### config.mk
export PLATFORM = sky130hd
export DESIGN_NAME = fsia_sector_addr
export DESIGN_NICKNAME = d
export VERILOG_FILES = /design/src/hdl/fsia_pkg.sv /design/src/hdl/fsia_sector_addr.sv
export SDC_FILE = /design/constraint.sdc
export NUM_CORES = 1
export LEC_CHECK = 0
export ABC_AREA = 1
export BUFFER_PORTS_ARGS = -buffer_cell sky130_fd_sc_hd__clkbuf_2
export CAP_MARGIN = 20
export CORE_ASPECT_RATIO = 0.7
export CORE_MARGIN = 1
export CORE_UTILIZATION = 30
export DETAILED_ROUTE_END_ITERATION = 6
export PLACE_DENSITY = 0.56
export SETUP_SLACK_MARGIN = 0.2
export SYNTH_ARGS = -nofsm -noshare
export SYNTH_HDL_FRONTEND = slang
export SYNTH_SLANG_ARGS = --single-unit
### constraint.sdc
create_clock -name clk -period 7.6 [get_ports clk]
set_input_delay 0.38 -clock clk [delete_from_list [all_inputs] [get_ports clk]]
set_output_delay 0.38 -clock clk [all_outputs]
set_load 0.02 [all_outputs]
### src/hdl/fsia_pkg.sv
`timescale 1ns / 1ps
// ----------------------------------------------------------------------------
// fsia_pkg
// shared types, codes and constants of the floppy sector image access block
// ----------------------------------------------------------------------------
package fsia_pkg;

  // image store geometry
  localparam int IMAGE_ADDR_BITS = 20;
  localparam int IMAGE_DEPTH     = 1 << IMAGE_ADDR_BITS;

  // sector index and end-of-sector widths in the address unit
  localparam int IDX_W     = 24;
  localparam int SHIFT_MAX = 10;
  localparam int END_W     = IDX_W + 1 + SHIFT_MAX;

  // operations
  localparam logic [1:0] OP_READ  = 2'd0;
  localparam logic [1:0] OP_WRITE = 2'd1;
  localparam logic [1:0] OP_LOAD  = 2'd2;

  // result kinds
  localparam logic [2:0] KIND_BYTE    = 3'd0;
  localparam logic [2:0] KIND_ID      = 3'd1;
  localparam logic [2:0] KIND_INDEX   = 3'd2;
  localparam logic [2:0] KIND_DATA    = 3'd3;
  localparam logic [2:0] KIND_NODATA  = 3'd4;
  localparam logic [2:0] KIND_CRC     = 3'd5;
  localparam logic [2:0] KIND_ERROR   = 3'd6;
  localparam logic [2:0] KIND_REFUSED = 3'd7;

  // special sector numbers
  localparam logic [7:0] SEC_ID    = 8'hfd;
  localparam logic [7:0] SEC_RSVD  = 8'hfe;
  localparam logic [7:0] SEC_INDEX = 8'hff;

  // track mapping codes
  localparam logic [1:0] MAP_HALVE  = 2'd1;
  localparam logic [1:0] MAP_DOUBLE = 2'd2;

  // register indexes
  localparam logic [2:0] REG_SIDE_COUNT   = 3'd0;
  localparam logic [2:0] REG_TRACK_COUNT  = 3'd1;
  localparam logic [2:0] REG_SECTORS      = 3'd2;
  localparam logic [2:0] REG_SIZE_CODE    = 3'd3;
  localparam logic [2:0] REG_INTERLACED   = 3'd4;
  localparam logic [2:0] REG_TRACK_MAP    = 3'd5;
  localparam logic [2:0] REG_TRACK_LENGTH = 3'd6;
  localparam logic [2:0] REG_WRITE_PROT   = 3'd7;

  // disk geometry handed to the address unit
  typedef struct packed {
    logic [1:0] side_count;
    logic [7:0] track_count;
    logic [7:0] sectors_per_track;
    logic [1:0] size_code;
    logic       interlaced;
    logic [1:0] track_mapping;
  } geo_t;

  // answer of the address unit
  typedef struct packed {
    logic                       done;
    logic                       ok;
    logic [IMAGE_ADDR_BITS-1:0] base;
  } addr_res_t;

  // bytes in one sector
  function automatic logic [10:0] sector_bytes(input logic [1:0] code);
    sector_bytes = 11'd128 << code;
  endfunction

endpackage

### src/hdl/fsia_sector_addr.sv
`timescale 1ns / 1ps
// ----------------------------------------------------------------------------
// fsia_sector_addr
// three-stage sector address unit: track mapping, index products, bound check
// ----------------------------------------------------------------------------
module fsia_sector_addr
  import fsia_pkg::*;
(
  input  logic      clk,
  input  logic      rst,
  input  logic      start,
  input  logic [7:0] track,
  input  logic [7:0] side,
  input  logic [7:0] sector,
  input  geo_t      geo,
  output addr_res_t res
);

  logic [8:0]       t_map;
  logic             reject;
  logic [8:0]       mul_a;
  logic [7:0]       mul_b;
  logic [8:0]       mul_c;
  logic [16:0]      p1_calc;
  logic [IDX_W:0]   idx_calc;
  logic [3:0]       shift;
  logic [END_W-1:0] end_calc;
  logic [END_W-1:0] base_calc;

  // stage registers
  logic             v1;
  logic             v2;
  logic [15:0]      p1;
  logic             bad1;
  logic             bad2;
  logic [7:0]       sec_m1;
  logic [IDX_W-1:0] idx;

  always_comb begin
    t_map  = {1'b0, track};
    reject = (sector == 8'd0);
    if (geo.track_mapping == MAP_HALVE) begin
      t_map = {2'b0, track[7:1]};
      if (track[0]) reject = 1'b1;
    end else if (geo.track_mapping == MAP_DOUBLE) begin
      t_map = {track, 1'b0};
    end
    // interlaced: track * sides + side, else side * tracks + track
    if (geo.interlaced) begin
      mul_a = t_map;
      mul_b = {6'b0, geo.side_count};
      mul_c = {1'b0, side};
    end else begin
      mul_a = {1'b0, side};
      mul_b = geo.track_count;
      mul_c = t_map;
    end
    p1_calc   = 17'(mul_a * mul_b) + 17'(mul_c);
    idx_calc  = (IDX_W+1)'(p1 * geo.sectors_per_track) + (IDX_W+1)'(sec_m1);
    shift     = 4'd7 + {2'b0, geo.size_code};
    end_calc  = (END_W'(idx) + END_W'(1)) << shift;
    base_calc = END_W'(idx) << shift;
  end

  always_ff @(posedge clk) begin
    if (rst) begin
      v1       <= 1'b0;
      v2       <= 1'b0;
      res.done <= 1'b0;
    end else begin
      v1       <= start;
      v2       <= v1;
      res.done <= v2;
    end
    if (start) begin
      p1     <= p1_calc[15:0];
      bad1   <= reject;
      sec_m1 <= sector - 8'd1;
    end
    if (v1) begin
      idx  <= idx_calc[IDX_W-1:0];
      bad2 <= bad1;
    end
    if (v2) begin
      res.ok   <= !bad2 && (end_calc <= (END_W'(1) << IMAGE_ADDR_BITS));
      res.base <= base_calc[IMAGE_ADDR_BITS-1:0];
    end
  end

endmodule

==> flow_summary_export.csv <==
group,metric,value,unit
clock_tree,cts_root_buf,"clkbuf_16",
global_route,antenna_found_initial,0,
synthesis,synthDistinctLibCells,47,
worst_hold_path,whs_path_depth,2,
worst_setup_path,crit_family,"adder cells",
clock_tree,hold_buffers,0,
finish,diodes,0,
clock_tree,clockBufferDepth,2,
worst_setup_path,worstRegToRegCells,20,
clock_tree,cts_tree,"yes",
sta,finalSetupViolations,0,
synthesis,yosysMostFrequentCell,"inv_1",
die,dieArea,0.0384,mm^2
global_route,track_usage,14.6,%
sta,finClkSkew,9.42,ps
drt,drt_iter0_markers,757,
placement,io_buffers,71,
sta,timing.setup.tns,0,ps
worst_hold_path,hold_end,"res[21]$_SDFF_PP0_",
drt,via_count,9096,
drt,detail_route.first_pass.iterations,7,
clock_tree,cts.sinks,74,
status,violations,"DRC",
worst_setup_path,crit_path_cell_trace,"clkbuf_2 > inv_1 > nor2_1 > inv_1 > o21ai_0 > nand2_1 > nand2_1 > nand2_1 > fa_1 > inv_1 > fa_1 > inv_1 > fa_1 > fa_1 > inv_1 > ha_1 > nand2_1 > o21ai_0 > a21boi_0 > o21ai_0 > a21oi_1 > nor2_1 > nor2_1 > xnor2_1",
finish,drive_above_1_share,7.36,%
clock_tree,numCtsBuffers,9,
synthesis,async_flop_share,0,%
synthesis,synth_area,0.0113,mm^2
drt,drt-total-wl,25800,um
global_route,overflow,0,
clock_tree,cts_resized,0,
finish,final_nets,1799,
sta,finalHoldViolCount,0,
drt,drcViolationCount,5,
drt,wire_per_inst,12.8,um
sta,finalCriticalPeriod,5670,ps
job,drv_cap,0,
worst_setup_path,cp_common_cell,"inv_1",
synthesis,yosys.area_share.simple,20.8,%
worst_setup_path,arrival,5770,ps
finish,stdcell_count,2009,
die,rows,59,
global_route,grt_start_max_net_pins,38,
die,io_pins,72,
synthesis,synth_top_area_cell,"fa_1",
synthesis,synth-seq-area-share,19.4,%
synthesis,synth_seq_cells,74,
synthesis,synth_top_area_share,25.2,%
worst_setup_path,r2r_slack,2530,ps
worst_setup_path,start_kind,"input port",
worst_setup_path,max_stage_delay,540,ps
synthesis,syn_avg_cell_area,7.65,um^2
global_route,grt_pass1_vias,9223,
placement,dpl.hpwl,21700,um
sta,slew_viol_final,0,
worst_setup_path,timing.rr.start,"p1[7]$_DFFE_PP_",
synthesis,synth-xor-area-share,3.48,%
drt,ant_nets,0,
synthesis,muxShareOfSynthArea,0.709,%
worst_setup_path,end_kind,"flop",
sta,fin_crit_sh,74.6,%
worst_setup_path,slowest_stage,"fa_1",
sta,fmax,0.176,GHz
die,fp.dieH,164,um
placement,dp_cells,1992,
sta,rsz0062_at_grt,"false",
synthesis,synth-edff-count,71,
global_route,grt_pass1_wl,45100,um
worst_setup_path,worstSetupPathType,"in -> reg",
worst_setup_path,cp.buffers_inverters,6,
synthesis,yosys-top-cells-count,"inv_1, nand2_1, fa_1",
finish,finish.utilization,33.4,%
synthesis,yosys_warnings,0,
synthesis,synth_fa_ha_area_share,35.3,%
placement,globalplace.congestion,0.937,
placement,place_ws,1680,ps
synthesis,synthFlopType,"edfxtp_1",
sta,slew_headroom,33.9,%
synthesis,synth_compound_area_share,6.43,%
die,coreArea,0.0371,mm^2
worst_setup_path,worstPathMaxFanout,9,
worst_setup_path,r2r_end,"idx[23]$_DFFE_PP_",
die,start_util,30.4,%
worst_hold_path,hp-start,"rst",
drt,via_per_inst,4.53,
die,die_w,234,um
clock_tree,cts_setup_buffers,0,
synthesis,synth_top_family_by_area,"adder cells",
clock_tree,clock_latency,360,ps
clock_tree,h-tree-depth,3,
worst_setup_path,required,7700,ps
status,run_status,"complete, but fails checks",
synthesis,netlist_instances,1475,
sta,worst_pin_slew,991,ps
clock_tree,clk_pin_slew,60,ps
finish,area.growth.synth_to_final,9.96,%
sta,timing.final.ws_setup,1930,ps
synthesis,synth_area_leaders,"fa_1, edfxtp_1, inv_1, nand2_1, ha_1",
worst_hold_path,hp-class,"in -> reg",
## layer usage
layer	vias to the layer above	share of wire [%]	global-route usage, %
met5	-	0	0
met4	0	0.95	2.92
met3	22	6.0	2.47
met2	208	40	21.3
met1	4339	53	22.2
li1	4527	-	-
## per-stage QoR
step	hold WS (ps)	cell area [um^2]
after global placement	495	12100
after CTS	234	12400
after floorplan	400	11300
after detailed placement	494	12100
final	238	12400
after global routing	254	12400
## worst max-delay path by stage
stage | startpoint | to | slack, ps | depth (start not counted)
floorplan | geo[0] | p1[13]$_DFFE_PP_ | 2500 | 23
global placement | geo[0] | p1[13]$_DFFE_PP_ | 1800 | 24
detailed placement | geo[0] | p1[13]$_DFFE_PP_ | 1680 | 24
CTS | geo[0] | p1[13]$_DFFE_PP_ | 2050 | 24
global route | geo[0] | p1[13]$_DFFE_PP_ | 1500 | 24
finish | geo[0] | p1[13]$_DFFE_PP_ | 1930 | 24
## logic make-up after synthesis
family,after synthesis
buffers and inverters,413
DFF,74
adders and majority gates,233
AOI/OAI and AO/OA,135
and+or+nand+nor,566
other,2
xor gates and xnor gates,44
muxes,8
## registers in the layout (all words and copies together) (netlist names)
| name | flops |
|---|---|
| bad1 | 1 |
| bad2 | 1 |
| idx | 24 |
| p1 | 16 |
| res | 22 |
| sec_m1 | 8 |
| v1 | 1 |
| v2 | 1 |
## cells in the final DEF, fill, tap and decap left out, drive strengths merged
| cell type | synthesis | layout |
|---|---|---|
| nand2 | 365 | 365 |
| inv | 363 | 364 |
| fa | 142 | 142 |
| nor2 | 121 | 121 |
| ha | 91 | 91 |
| clkbuf | 43 | 81 |
| edfxtp | 71 | 71 |
| o21ai | 69 | 69 |
| nand3 | 54 | 54 |
| a21oi | 47 | 47 |
| xor2 | 25 | 25 |
| xnor2 | 19 | 19 |
| nand4 | 9 | 9 |
| conb | 2 | 9 |
| mux2i | 8 | 8 |
| nor3 | 5 | 5 |
| o211ai | 4 | 4 |
| a21boi | 4 | 4 |
| nand3b | 4 | 4 |
| nor4 | 3 | 3 |
| o22ai | 3 | 3 |
| dfxtp | 3 | 3 |
| clkinv | 1 | 3 |
| o31ai | 2 | 2 |
| or2 | 2 | 2 |
| clkinvlp | 0 | 2 |
| and2 | 1 | 1 |
| o2111ai | 1 | 1 |
| or3 | 1 | 1 |
| a21o | 1 | 1 |
| nor3b | 1 | 1 |
| a31oi | 1 | 1 |
| o221ai | 1 | 1 |
| a221oi | 1 | 1 |
| o21bai | 1 | 1 |
| bufinv | 0 | 1 |
| buf | 6 | 1 |
## area by class of cell
class / instances / area (um^2)
Multi-Input combinational cell: 995 / 7570
Sequential cell: 74 / 2190
Inverter: 364 / 1370
Timing Repair Buffer: 72 / 383
Clock inverter: 6 / 66.3
Tap cell: 488 / 611
Fill cell: 3930 / 24700
Clock buffer: 10 / 229
Power is left out: the tool's default activity adds up to more than one toggle a clock period on the data nets, which glitch-free logic cannot reach.
